===== src/svpwm_pkg.sv =====
// ----------------------------------------------------------------------------
// Space vector PWM duty package
// Shared widths, constants, sector codes and the output rounding function.
// ----------------------------------------------------------------------------
package svpwm_pkg;

    localparam int IN_W   = 16;
    localparam int KA_W   = 31;   // alpha * sqrt(3)/2 in Q.30
    localparam int T_W    = 33;   // active times t1, t2 in Q.30
    localparam int D_W    = 34;   // remapped duties before rounding

    localparam logic [14:0] SQ3_HALF_Q15 = 15'd28378;

    typedef logic [2:0] sector_t;

    localparam sector_t SECTOR_NONE = 3'd0;
    localparam sector_t SECTOR_1    = 3'd1;
    localparam sector_t SECTOR_2    = 3'd2;
    localparam sector_t SECTOR_3    = 3'd3;
    localparam sector_t SECTOR_4    = 3'd4;
    localparam sector_t SECTOR_5    = 3'd5;
    localparam sector_t SECTOR_6    = 3'd6;

    typedef struct packed {
        sector_t                sector;
        logic signed [T_W-1:0]  t1;
        logic signed [T_W-1:0]  t2;
    } sector_times_t;

    // Q.30 to Q1.15, round half up, then saturate
    function automatic logic signed [IN_W-1:0] to_q15(input logic signed [D_W-1:0] v);
        logic signed [D_W:0]    s;
        logic signed [D_W-15:0] r;
        logic signed [IN_W-1:0] q;
        s = {v[D_W-1], v} + $signed((D_W+1)'(16384));
        r = s[D_W:15];
        if (r > $signed((D_W-14)'(32767))) begin
            q = 16'sh7fff;
        end else if (r < -$signed((D_W-14)'(32768))) begin
            q = 16'sh8000;
        end else begin
            q = r[IN_W-1:0];
        end
        return q;
    endfunction

endpackage


===== src/svpwm_sector.sv =====
// ----------------------------------------------------------------------------
// Space vector PWM sector and active time selection
// Finds the 60-degree sector from the projection signs and picks t1, t2.
// ----------------------------------------------------------------------------
module svpwm_sector (
    input  logic signed [svpwm_pkg::KA_W-1:0] k_a,
    input  logic signed [svpwm_pkg::IN_W-1:0] v_beta,
    output svpwm_pkg::sector_times_t          times
);
    import svpwm_pkg::*;

    logic signed [T_W-1:0] half_b;
    logic signed [T_W-1:0] x;
    logic signed [T_W-1:0] ka_ext;
    logic signed [T_W-1:0] y;
    logic signed [T_W-1:0] z;
    sector_t               sector;

    always_comb begin
        half_b = T_W'(v_beta) <<< 14;
        x      = T_W'(v_beta) <<< 15;
        ka_ext = T_W'(k_a);
        y      = half_b + ka_ext;
        z      = half_b - ka_ext;
        // z < 0 means k_a - beta/2 > 0, y < 0 means -beta/2 - k_a > 0
        sector = {y[T_W-1], z[T_W-1], (!x[T_W-1]) && (x != '0)};

        times.sector = sector;
        times.t1     = '0;
        times.t2     = '0;
        case (sector)
            SECTOR_1: begin times.t1 = z;  times.t2 = y;  end
            SECTOR_2: begin times.t1 = y;  times.t2 = -x; end
            SECTOR_3: begin times.t1 = -z; times.t2 = x;  end
            SECTOR_4: begin times.t1 = -x; times.t2 = z;  end
            SECTOR_5: begin times.t1 = x;  times.t2 = -y; end
            SECTOR_6: begin times.t1 = -y; times.t2 = -z; end
            default:  begin times.t1 = '0; times.t2 = '0; end
        endcase
    end

endmodule


===== src/space_vector_pwm_duty_top.sv =====
// ----------------------------------------------------------------------------
// Space vector PWM duty generator
// Turns an alpha/beta voltage vector into three saturated phase duties.
// ----------------------------------------------------------------------------
// Takes one (v_alpha, v_beta) vector per cycle in signed Q1.15 and returns
// three phase duties (A, B, C) in signed Q1.15, saturated; a pure beta vector
// leaves phase A at zero. There are three register stages from input transfer
// to output valid: one for the sqrt(3)/2 multiply, one for sector and active
// times, one for the duty sums with rounding. Throughput is one vector per clock
// without back-pressure; each stage holds its item under back-pressure and moves as soon as the next frees up.
module space_vector_pwm_duty_top (
    input  logic        aclk,
    input  logic        aresetn,
    input  logic        s_axis_tvalid,
    output logic        s_axis_tready,
    input  logic [31:0] s_axis_tdata,   // [15:0] v_alpha, [31:16] v_beta
    output logic        m_axis_tvalid,
    input  logic        m_axis_tready,
    output logic [47:0] m_axis_tdata    // [15:0] duty_a, [31:16] duty_b, [47:32] duty_c
);
    import svpwm_pkg::*;

    logic                  v1_reg, v2_reg, v3_reg;
    logic                  adv1, adv2, adv3;
    logic signed [KA_W-1:0] ka_reg;
    logic signed [IN_W-1:0] beta_reg;
    sector_times_t          times;
    sector_times_t          times_reg;
    logic signed [D_W-1:0]  first, second, third;
    logic signed [D_W-1:0]  da, db, dc;
    logic [47:0]            out_next;
    logic [47:0]            out_reg;
    logic signed [IN_W-1:0] alpha_in;
    logic signed [IN_W-1:0] beta_in;
    logic signed [KA_W-1:0] ka_next;

    // a stage moves when its successor is empty or moving
    assign adv3          = !v3_reg || m_axis_tready;
    assign adv2          = !v2_reg || adv3;
    assign adv1          = !v1_reg || adv2;
    assign s_axis_tready = adv1;

    assign alpha_in = s_axis_tdata[15:0];
    assign beta_in  = s_axis_tdata[31:16];
    // widen both operands so the product keeps all of its bits
    assign ka_next  = KA_W'(alpha_in) * KA_W'($signed({1'b0, SQ3_HALF_Q15}));

    always_ff @(posedge aclk) begin
        if (!aresetn) begin
            v1_reg <= 1'b0;
            v2_reg <= 1'b0;
            v3_reg <= 1'b0;
        end else begin
            if (adv1) v1_reg <= s_axis_tvalid;
            if (adv2) v2_reg <= v1_reg;
            if (adv3) v3_reg <= v2_reg;
        end
    end

    always_ff @(posedge aclk) begin
        if (adv1 && s_axis_tvalid) begin
            ka_reg   <= ka_next;
            beta_reg <= beta_in;
        end
        if (adv2 && v1_reg) begin
            times_reg <= times;
        end
        if (adv3 && v2_reg) begin
            out_reg <= out_next;
        end
    end

    svpwm_sector u_sector (
        .k_a    (ka_reg),
        .v_beta (beta_reg),
        .times  (times)
    );

    always_comb begin
        first  = -D_W'(times_reg.t1) - D_W'(times_reg.t2);
        second =  D_W'(times_reg.t1) - D_W'(times_reg.t2);
        third  =  D_W'(times_reg.t1) + D_W'(times_reg.t2);
        da = '0;
        db = '0;
        dc = '0;
        case (times_reg.sector)
            SECTOR_1: begin db = first; da = second; dc = third; end
            SECTOR_2: begin da = first; dc = second; db = third; end
            SECTOR_3: begin da = first; db = second; dc = third; end
            SECTOR_4: begin dc = first; db = second; da = third; end
            SECTOR_5: begin db = first; dc = second; da = third; end
            SECTOR_6: begin dc = first; da = second; db = third; end
            default:  begin da = '0; db = '0; dc = '0; end
        endcase
        out_next = {to_q15(dc), to_q15(db), to_q15(da)};
    end

    assign m_axis_tvalid = v3_reg;
    assign m_axis_tdata  = out_reg;

endmodule


===== config.mk =====
export PLATFORM = sky130hd
export DESIGN_NAME = space_vector_pwm_duty_top
export DESIGN_NICKNAME = d
export VERILOG_FILES = /design/src/svpwm_pkg.sv /design/src/svpwm_sector.sv /design/src/space_vector_pwm_duty_top.sv
export SDC_FILE = /design/constraint.sdc
export NUM_CORES = 1
export LEC_CHECK = 0
export BUFFER_PORTS_ARGS = -buffer_cell sky130_fd_sc_hd__buf_2
export CELL_PAD_IN_SITES_DETAIL_PLACEMENT = 1
export CELL_PAD_IN_SITES_GLOBAL_PLACEMENT = 2
export CORE_ASPECT_RATIO = 0.9
export CORE_MARGIN = 1.5
export CORE_UTILIZATION = 40
export DETAILED_ROUTE_END_ITERATION = 6
export PLACE_DENSITY = 0.88
export SLEW_MARGIN = 30
export SYNTH_ARGS = -nofsm -noshare
export SYNTH_HDL_FRONTEND = slang
export SYNTH_SLANG_ARGS = --single-unit

===== constraint.sdc =====
create_clock -name aclk -period 6.65 [get_ports aclk]
set_input_delay 0.3325 -clock aclk [delete_from_list [all_inputs] [get_ports aclk]]
set_output_delay 0.3325 -clock aclk [all_outputs]
set_load 0.01 [all_outputs]

# Word level (Yosys, flattened, before mapping)
# Index checks and enable logic that the tools add are counted.
totals:
  reg_bits: 166
  in_bits: 36
  output_inout_bits: 50
  word_cells: 70
op_classes:
  n_addsub: 12
  n_mul: 1
  order_cmp: 6
  eq_ne: 12
  mux: 7
  n_reduce_logical: 21
op_table:
  columns: ["cell", "n"]
  rows:
  - ["case mux 66 bit (6 select lines)", 1]
  - ["case mux 34 bit (3 select lines)", 3]
  - ["adder 34 x 16 -> 35 bit (second input constant)", 3]
  - ["negation 33 bit", 2]
  - ["> comparator 20 x 16 -> 1 bit (second input constant)", 3]
  - ["less-than comparator 20 x 16 -> 1 bit (second input constant)", 3]
  - ["two-way mux 16 bit", 3]
  - ["adder 33 x 33 -> 34 bit", 1]
  - ["negation 33 -> 34 bit", 1]
  - ["subtractor 33 x 33 -> 34 bit", 1]
  - ["subtractor 34 x 33 -> 34 bit", 1]
  - ["negation 31 -> 33 bit", 1]
  - ["nonzero test 33 bit", 1]
  - ["adder 30 x 31 -> 32 bit", 1]
  - ["subtractor 30 x 31 -> 32 bit", 1]
  - ["multiplier 16 x 15 -> 30 bit (second input constant)", 1]
  - ["== test 3 bit (second input constant)", 6]
  - ["OR reduction 2 bit", 9]
  - ["== test 3 x 2 -> 1 bit (second input constant)", 4]
  - ["== test 3 x 1 -> 1 bit (second input constant)", 2]
  - ["logical AND 1 bit", 4]
  - ["zero test 1 bit", 4]
  - ["logical OR 1 bit", 3]

# Longest topological paths before layout
# Gate-level depths: netlist of the first run.
logic_depth:
  ltp_word: 6
  ltp_mapped: 24
  ltp_nobuf: 24

# Hierarchy
# A second synthesis of the first run with hierarchy kept.
hier_totals:
  cells_unflattened: 3199
  area_unflattened_um2: 26485.4
modules_own_cells:
  columns: ["mod", "instances", "cells_per_inst", "area_each_um2", "seq_area_each_um2"]
  rows:
  - ["space_vector_pwm_duty_top", 1, 2135, 19816.5, 4954.8]
  - ["svpwm_sector", 1, 1064, 6668.9, 0.0]

# Least setup slack after synthesis of the first run
# No wires, ideal clock.
synth_path:
  path_type: "register to register"
  from: "register v3_reg, in the netlist m_axis_tvalid"
  to: "register times_reg[10] (netlist name) (enable)"
  setup_time_ns: 0.595
  arrival_ns: 5.400
  required_ns: 6.055
  setup_slack_ns: 0.656
  stages_incl_launch_ff: 3
  n_path_buf: 0
  period_less_slack_ns: 5.994
  path_cell_list: "dfxtp_1 -> nor2b_1 -> a21boi_0"
synth_between:
  elab_chain_len: 4
synth_rtl:
  columns: ["element", "line_no", "source"]
  rows:
  - ["start, declared", "space_vector_pwm_duty_top.sv:23", "logic v1_reg, v2_reg, v3_reg;"]
  - ["start signal, assigned", "space_vector_pwm_duty_top.sv:56", "if (adv3) v3_reg <= v2_reg;"]
  - ["zero test 1 bit", "space_vector_pwm_duty_top.sv:38", "assign adv3 = !v3_reg || m_axis_tready;"]
  - ["logical OR 1 bit", "space_vector_pwm_duty_top.sv:38", null]
  - ["logical OR 1 bit", "space_vector_pwm_duty_top.sv:39", "assign adv2 = !v2_reg || adv3;"]
  - ["logical AND 1 bit", "space_vector_pwm_duty_top.sv:65", "if (adv2 && v1_reg) begin"]
  - ["end signal, assigned", "space_vector_pwm_duty_top.sv:66", "times_reg <= times;"]
  - ["end, declared", "space_vector_pwm_duty_top.sv:28", "sector_times_t times_reg;"]
# Every way passes these cells.
# A chain may end at the register's enable or synchronous reset.

# Final worst setup path of the first run
layout_path:
  from: "register ka_reg[1]"
  to: "register times_reg[10] (netlist name), data pin"
layout_between:
  elab_chain_len: 3
  word_cells_on_any_way: 11
  classes_between: "add/sub: 4; eq/ne: 6; mux: 1"
layout_rtl:
  columns: ["element", "line_no", "source"]
  rows:
  - ["start, declared", "space_vector_pwm_duty_top.sv:25", "logic signed [KA_W-1:0] ka_reg;"]
  - ["start signal, assigned", "space_vector_pwm_duty_top.sv:62", "ka_reg <= ka_next;"]
  - ["subtractor 30 x 31 -> 32 bit or adder 30 x 31 -> 32 bit (tied branches)", "svpwm_sector.sv:24, svpwm_sector.sv:23", null]
  - ["negation 33 bit, or another cell as far along", "svpwm_sector.sv:37", "SECTOR_6: begin times.t1 = -y; times.t2 = -z; end"]
  - ["case mux 66 bit (6 select lines) *", "svpwm_sector.sv:31", "case (sector)"]
# Every way passes the cells marked *; elsewhere a longest branch is shown, timed or not.

==> summary by stage, run 1 <==
Floorplanning
The die covers 63,200 um^2. Measured along the x axis, the die boundary spans 265 um. The total area inside the core boundary comes to 61,100 um^2. In this run the count of I/O pins placed on the die edge is 86.

Once the floorplan was initialized, standard cells occupied 40.4% of the core. Row generation in the floorplan step produced 86 rows. The y dimension of the die is 239 um.

Timing
Setup violations remaining at the end of the flow were counted as 0. The minimum clock period after layout is 5.84 ns. Timing would allow up to 171 MHz.

The pin slew with the least headroom to its limit is 0.998 ns. The total count of hold-check failures in the final report is 0. Across the routed clock network, the largest skew measured is 0.0203 ns. The number of max-slew violations in the final report was 0. Setup slack closes at 0.814 ns. On the final layout, the worst hold slack is 0.0457 ns.

The part of the cycle the worst path needs is 87.8%. The final total negative setup slack is 0 ns. Measured against its own limit, the worst slew margin works out to 33.3%.

Setup repair after global routing left no endpoint under its margin.

Yosys
The combinational family with the most area after synthesis is compound AO/OA/AOI/OAI gates. The compound-gate portion of the synthesized area is 25.3%. The post-synthesis async set-or-reset flop share is 0%. The total of warnings raised by yosys is 0. Among all flip-flop cells after synthesis, the most frequent one is sky130_fd_sc_hd__edfxtp_1. Summing every instance area after synthesis gives 24,700 um^2.

The biggest area consumer among synthesized cells is sky130_fd_sc_hd__edfxtp_1. After synthesis, the cell types taking the most area are sky130_fd_sc_hd__edfxtp_1 (20%), sky130_fd_sc_hd__ha_1 (13%), sky130_fd_sc_hd__fa_1 (10%). The total of flip-flops plus latches after synthesis is 164. The area share of fa/ha/maj cells after synthesis is 23.3%. The top-area cell type share of the netlist area is 19.6%.

The number of different library cells in the post-synthesis netlist is 128. A synthesized cell averages 8.40 um^2. The multiplexer share of the synthesized area is 0.761%.

The simple-gate area share of the yosys netlist is 16.9%. Summing the areas of all xor and xnor instances in the mapped netlist gives 6.57% of the synthesized area. The register area share after synthesis is 19.8%.

The cell count after synthesis came out at 2,936. Counting flops with a built-in enable in the synthesized netlist gives 161. The number of nets in the synthesized netlist is 3,358.

Finish
The area overhead of the layout relative to synthesis is 7.79%. The number of flip-flops under the largest register name is 67. The library cell used most frequently in the layout, excluding fill and tap cells, is sky130_fd_sc_hd__inv_1. The number of nets in the finished design is 3,380. Leaving out fill and tap cells, the most frequent cells in the layout are sky130_fd_sc_hd__inv_1 (325), sky130_fd_sc_hd__ha_1 (262), sky130_fd_sc_hd__a21oi_1 (213).

The ratio of cells with drive above 1 in the final layout is 9.02%. The number of antenna diodes is 0. The finished cells cover 26,600 um^2.

Clock network
The H-tree generated during clock tree synthesis spans 4 levels. Clock tree synthesis inserted a total of 17 buffers. The post-cts hold buffer count is 12. The total number of clock tree sinks is 164.

The clock tree from TritonCTS is yes. The buffer count from post-CTS setup fixing is 0. The clock tree buffer depth is 2. The CTS root buffer is sky130_fd_sc_hd__clkbuf_16. After clock tree synthesis, the repair step resized 0 gates. The CTS clock-pin slew for the worst setup and hold paths is 0.07 ns. The insertion delay of the later-clocked pin in the worst-skew pair is 0.50 ns.

Placement
At the end of routability-driven placement, the weighted congestion stood at 0.908. The port buffer count is 85. The area of placed instances is 25,900 um^2. Before CTS, the worst setup slack after placement is 0.474 ns. The HPWL after detailed placement is 66,900 um.

GRT
The overflow left after global routing is 0. The initial antenna violation count came to 0. The global routing usage summed across all routing layers is 26.2%.

Entering global routing, the biggest net connects 68 pins. The first global-routing pass estimated 131,000 um of wire. The via count of the first global-routing pass is 23,600.

Setup path
The worst flop-to-flop path endpoint is times_reg[10]$_SDFFCE_PN0P_. The start of the worst register-to-register path is ka_reg[1]$_DFFE_PP_. The category of the worst setup path launch point is a register. STA puts the critical path data arrival time at 6.04 ns. The type of the setup path with the least slack is register to register.

Among the stages of the critical path, the cell type that occurs most often is sky130_fd_sc_hd__o21ai_0. The buffers plus inverters on the worst setup path is 2. In this run the register-to-register setup slack is 0.81 ns.

The cell with the biggest individual delay on the critical path is sky130_fd_sc_hd__nand2_1. STA puts the critical path data required time at 6.86 ns. The signal on the critical path passes through inv_1, ha_1, nor4b_2, a41oi_1, o21bai_1, a21oi_1, o21ba_2, o211ai_1, nand3_1, a31oi_1, o21a_1, inv_2, nand2_1, o21ai_0, a22oi_1, o21ai_0. The critical path startpoint is ka_reg[1]$_DFFE_PP_.

In this run the worst path has a maximum fanout of 42. For the worst flop-to-flop path, the logic depth is 16. The stage delay of the slowest cell on the critical path is 0.70 ns. The cell family contributing the most delay on the critical path is compound AO/OA/AOI/OAI gates.

The nature of the critical path endpoint is a register.

Worst hold path
The path type of the worst min-delay path is input pin to register. For hold timing, the worst endpoint is beta_reg[0]$_DFFE_PP_. The count of cells along the worst hold path is 1. The beginning of the worst hold path is s_axis_tdata[16].

Run status
The run finished with clean final reports.

Detailed routing
Dividing the detail-routed wire length by the instance count gives 22.0 um. The iteration-0 DRC count of the detailed router is 1,742. In the routed design, unresolved DRC markers number 0. The total via count in the routed design is 22,700. The final wirelength is 82,600 um.

The detail route stage leaves a number of antenna-violating nets equal to 0. Using the TritonRoute via totals, the vias-per-cell ratio works out to 6.04. The number of detailed-routing iterations run before antenna repair is 5.

Job
The tool flagged a number of max-cap violations equal to 0.
==> synthesized netlist by cell type, types with 20 or more instances <==
cell	n
sky130_fd_sc_hd__xnor2_1	128
sky130_fd_sc_hd__o21ai_1	29
sky130_fd_sc_hd__and3_1	20
sky130_fd_sc_hd__nand2b_1	24
sky130_fd_sc_hd__o211ai_1	31
sky130_fd_sc_hd__o22ai_1	43
sky130_fd_sc_hd__o21a_1	20
sky130_fd_sc_hd__nor3_1	95
sky130_fd_sc_hd__o21bai_1	22
sky130_fd_sc_hd__o21ai_0	166
sky130_fd_sc_hd__inv_1	325
sky130_fd_sc_hd__o221ai_1	21
sky130_fd_sc_hd__fa_1	123
sky130_fd_sc_hd__a31oi_1	28
sky130_fd_sc_hd__nor2_1	204
sky130_fd_sc_hd__nand3_1	70
sky130_fd_sc_hd__xor2_1	57
sky130_fd_sc_hd__a211oi_1	29
sky130_fd_sc_hd__a21o_1	48
sky130_fd_sc_hd__a21oi_1	213
sky130_fd_sc_hd__nand2_1	178
sky130_fd_sc_hd__or2_2	23
sky130_fd_sc_hd__a22oi_1	31
sky130_fd_sc_hd__or3_1	28
sky130_fd_sc_hd__ha_1	263
sky130_fd_sc_hd__clkbuf_1	107
sky130_fd_sc_hd__nor2b_1	36
sky130_fd_sc_hd__edfxtp_1	161
==> metal layers <==
metal	track usage, %	vias up	share of wire [%]
met4	9.39	0	3.0
met2	45.4	588	48
met3	3.28	139	4.2
met1	33.4	11300	45
met5	0	-	0
li1	-	10700	-
==> logic make-up (layout without fill, tap and decap cells) <==
kind of cell,Yosys count,count (layout)
flops,164,164
mux,18,18
compound gates,906,906
buf+inv,467,502
fa+ha+maj,386,386
simple gates,810,810
xor+xnor,185,185
==> through the flow <==
| step | util, % | std cells |
|---|---|---|
| 2_1_floorplan | - | 2936 |
| 4_1_cts | 43.5 | 3763 |
| 5_1_grt | 43.5 | 3763 |
| 6_report | 43.5 | 3763 |
| 3_5_place_dp | 42.3 | 3719 |
| 3_3_place_gp | 42.3 | 3719 |
==> layout make-up <==
cell class | instances | area [um^2]
fillers | 7342 | 34500
multi-input cells | 2305 | 18000
flip-flops and latches | 164 | 4890
inverters | 333 | 1250
well taps | 792 | 991
repair buffers | 137 | 846
clock buffers | 17 | 425
clock inverters | 15 | 169
==> how the worst max path moves through the flow <==
stage,end,slack (ns),depth (start not counted)
floorplan,times_reg[10]$_SDFFCE_PN0P_,0.66,2
global placement,ka_reg[27]$_DFFE_PP_,0.52,21
detailed placement,ka_reg[26]$_DFFE_PP_,0.47,23
CTS,times_reg[10]$_SDFFCE_PN0P_,0.85,16
global route,times_reg[10]$_SDFFCE_PN0P_,0.27,16
finish,times_reg[10]$_SDFFCE_PN0P_,0.81,16
Power of run 1 is not shown: default switching activity piles up to over one toggle a cycle in this logic, so the estimate is an artifact.
==> inputs of run 2 (changes only) <==
--- a/config.mk
+++ b/config.mk
@@ -10,9 +10,10 @@
 export CELL_PAD_IN_SITES_GLOBAL_PLACEMENT = 2
 export CORE_ASPECT_RATIO = 0.9
 export CORE_MARGIN = 1.5
-export CORE_UTILIZATION = 40
+export CORE_UTILIZATION = 36
 export DETAILED_ROUTE_END_ITERATION = 6
-export PLACE_DENSITY = 0.88
+export PLACE_DENSITY = 0.84
+export RECOVER_POWER = 100
 export SLEW_MARGIN = 30
 export SYNTH_ARGS = -nofsm -noshare
 export SYNTH_HDL_FRONTEND = slang
==> constraint.sdc (replaced) <==
create_clock -name aclk -period 4.7 [get_ports aclk]
set_input_delay 0.235 -clock aclk [delete_from_list [all_inputs] [get_ports aclk]]
set_output_delay 0.235 -clock aclk [all_outputs]
set_load 0.01 [all_outputs]
==> run 2 against run 1 <==
Against the previous run:
- the run now ends with max-capacitance violations, max-slew violations, negative setup slack left
- maximum frequency is 16% higher
- sequential share of layout area down 4.0 points
- global-route usage grew 1.9 points
==> summary by stage, run 2 (synthesized netlist as in run 1, its figures left out) <==
Placement
The weighted congestion at the end of routability-driven global placement was 0.952 (+4.8%). The port buffer count was 85 (unchanged). The detailed placement HPWL is 78,300 um (+17%). The area of placed instances is 30,500 um^2 (+18%).

The cell total after placement is 4,355 (+17%).

Run status
The flow ran to the end, but the final reports show violations. The final reports fail on max-capacitance violations, max-slew violations, negative setup slack.

Timing
The pin slew with the least headroom to its limit came to 2.79 ns (+1.80 ns). The worst hold-check slack came to 0.117 ns (+0.0716 ns). The minimum clock period after layout is 5.05 ns (-0.790 ns). The slack of the critical path is -0.346 ns (-1.16 ns). Setup repair after global routing could not meet its margin everywhere. The highest attainable clock frequency is 198 MHz (+16%).

The part of the cycle the worst path needs is 107% (+20 points). The number of max-slew violations in the final report was 96 (+96). The total count of hold-check failures in the final report is 0 (unchanged). The count of final setup violators was 55 (+55). The headroom to the max-slew limit was -86.3% (-120 points).

The final worst clock skew is 0.0242 ns (+0.00389 ns).

Clock network
The CTS clock-pin slew for the worst setup and hold paths is 0.07 ns (about the same). The clock tree buffer depth was 2 (unchanged). The total number of clock tree sinks is 164 (unchanged). The number of buffers created by CTS is 17 (unchanged).

The CTS root buffer is sky130_fd_sc_hd__clkbuf_16. The insertion delay of the later-clocked pin in the worst-skew pair is 0.51 ns (about the same). The number of levels the H-tree was split into is 4 (unchanged). The clock tree from TritonCTS is yes.

GRT
The via count of the first global-routing pass is 27,600 (+17%). The initial antenna violation count was 1 (+1). The global routing usage summed across all routing layers is 28.1% (+1.9 points). The largest net degree at the start of global routing is 53 (-22%). The overflow left after global routing is 0 (unchanged).

The global-route wire length before repair is 156,000 um (+19%).

Worst hold path
The count of cells along the worst hold path was 3 (+2). The path with the worst hold slack has its endpoint at v1_reg$_SDFFE_PN0N_. The startpoint identified for the worst hold timing path is s_axis_tvalid.

The tightest min-delay check is of the input pin to register type.

Setup path
The nature of the critical path endpoint is a register. The maximum fanout along the worst path came to 8 (-81%). The slack of the worst reg-to-reg path is -0.35 ns (-1.16 ns). The critical path is of the register to register type. The startpoint identified for the worst register-to-register timing path is times_reg[1]$_SDFFCE_PN0P_.

The number of cell instances on the worst register-to-register path came to 21 (+5). In this run the critical register-to-register path is captured at m_axis_tdata[35]$_SDFFCE_PN1P_. The data arrival time of the critical path is 5.30 ns (-0.74 ns). The required time of the worst setup path is 4.95 ns (-1.91 ns). STA classifies the critical path startpoint as a register.

Finish
The final cell area excluding filler cells is 34,000 um^2 (+28%). The number of nets in the finished design came to 4,036 (+19%). In the layout the commonest cells are sky130_fd_sc_hd__buf_4 (644), sky130_fd_sc_hd__inv_1 (292), sky130_fd_sc_hd__ha_1 (215). The filler-free cell count of the finished design came to 4,500 (+20%). The final core utilization was 50.3% (+6.8 points). The area overhead of the layout relative to synthesis is 37.6%. The ratio of cells with drive above 1 in the final layout is 32.3% (+23 points). The number of fillers in the final layout is 7,808 (+6.3%). The number of antenna diodes is 0 (unchanged). The number of flip-flops under the largest register name is 67 (unchanged).

Leaving out fill and tap cells, the most frequent cell in the layout is sky130_fd_sc_hd__buf_4.

Detailed routing
The iteration-0 DRC count of the detailed router is 1,778 (+2.1%). The final wirelength is 101,000 um (+23%). The number of detailed-routing iterations run before antenna repair is 6 (+1).

The total via count in the routed design is 25,900 (+14%). The DRC violation count after routing is 0 (unchanged). The mean number of vias per cell is 5.75 (-4.9%). The wire length per cell is 22.5 um (+2.5%). The remaining number of nets flagged by the antenna check after routing is 0 (unchanged).

Floorplanning
The standard-cell row count is 90 (+4.7%). The full die area came to 70,100 um^2 (+11%). The y dimension of the die is 251 um (+5.3%). The core footprint came to 67,500 um^2 (+10%). The number of ports placed on the die boundary is 86 (unchanged). The horizontal extent of the die came to 279 um (+5.3%). The initial standard-cell utilization of the core was 36.6% (-3.8 points).

Job
The max-capacitance violation count was 2 (+2).
-- run 2: stage by stage --
| stage | setup slack, ns | setup TNS [ns] |
|---|---|---|
| after CTS | -0.304 | -8.35 |
| after global placement | -0.790 | -27.43 |
| after detailed placement | -0.896 | -34.16 |
| after global routing | -0.450 | -24.89 |
| final | -0.346 | -11.81 |
| after floorplan | -0.250 | -0.781 |
-- run 2: area by class of cell --
class / instances / area, um^2 / share of cell area [%]
clock buffer: 17 / 425 / 1.25
clock inverter: 14 / 170 / 0.501
inverter: 333 / 1270 / 3.73
multi-input combinational: 2306 / 20200 / 59.4
sequential: 164 / 4890 / 14.4
tap: 874 / 1090 / 3.22
timing repair buffer: 792 / 5920 / 17.5
-- run 2: what timing repair did --
item,4_1_cts,5_1_grt
pin swaps,120,110
gates cloned,4,1
hold buffers,17,0
resized for setup,218,221
endpoints found under the hold margin,18,0
endpoints found under the setup margin,61,120
setup buffers,57,47
-- run 2: routing by layer --
metal	vias to the layer above	GRT usage, %	routed length [um]
met5	-	0	9
met4	2	6.66	2310
met3	149	3.28	4290
met2	665	49.1	49400
met1	13100	36.8	45300
li1	12000	-	-
-- run 2: worst max-delay path by stage --
stage                                      startpoint                             end  slack, ns  depth (start not counted)
after global routing       times_reg[2]$_SDFFCE_PN0P_  m_axis_tdata[35]$_SDFFCE_PN1P_      -0.45                         21
final                      times_reg[1]$_SDFFCE_PN0P_  m_axis_tdata[35]$_SDFFCE_PN1P_      -0.35                         21
after detailed placement              s_axis_tdata[5]            ka_reg[27]$_DFFE_PP_      -0.90                         21
after global placement                s_axis_tdata[5]            ka_reg[27]$_DFFE_PP_      -0.79                         25
after floorplan                      s_axis_tdata[11]            ka_reg[26]$_DFFE_PP_      -0.25                         19
after CTS                 times_reg[34]$_SDFFCE_PN0P_  m_axis_tdata[35]$_SDFFCE_PN1P_      -0.30                         21
-- run 2: critical path: stages, from the launching register on --
cell and delay, ns:
sky130_fd_sc_hd__edfxtp_1 0.40, sky130_fd_sc_hd__ha_2 0.22, sky130_fd_sc_hd__fa_2 0.43, sky130_fd_sc_hd__nor2b_4 0.18
sky130_fd_sc_hd__a2111oi_4 0.05, sky130_fd_sc_hd__or3_4 0.43, sky130_fd_sc_hd__o21ai_4 0.21, sky130_fd_sc_hd__a211oi_4 0.13
sky130_fd_sc_hd__buf_4 0.17, sky130_fd_sc_hd__a2111oi_4 0.47, sky130_fd_sc_hd__a211oi_2 0.10, sky130_fd_sc_hd__xnor2_1 0.17
sky130_fd_sc_hd__buf_4 0.17, sky130_fd_sc_hd__a221oi_4 0.44, sky130_fd_sc_hd__nor4b_4 0.11, sky130_fd_sc_hd__buf_4 0.17
sky130_fd_sc_hd__and2_4 0.17, sky130_fd_sc_hd__and4_4 0.15, sky130_fd_sc_hd__a311oi_4 0.23, sky130_fd_sc_hd__buf_4 0.17
sky130_fd_sc_hd__buf_12 0.12, sky130_fd_sc_hd__o21ai_1 0.07
Power of run 2 is left out for the same reason.
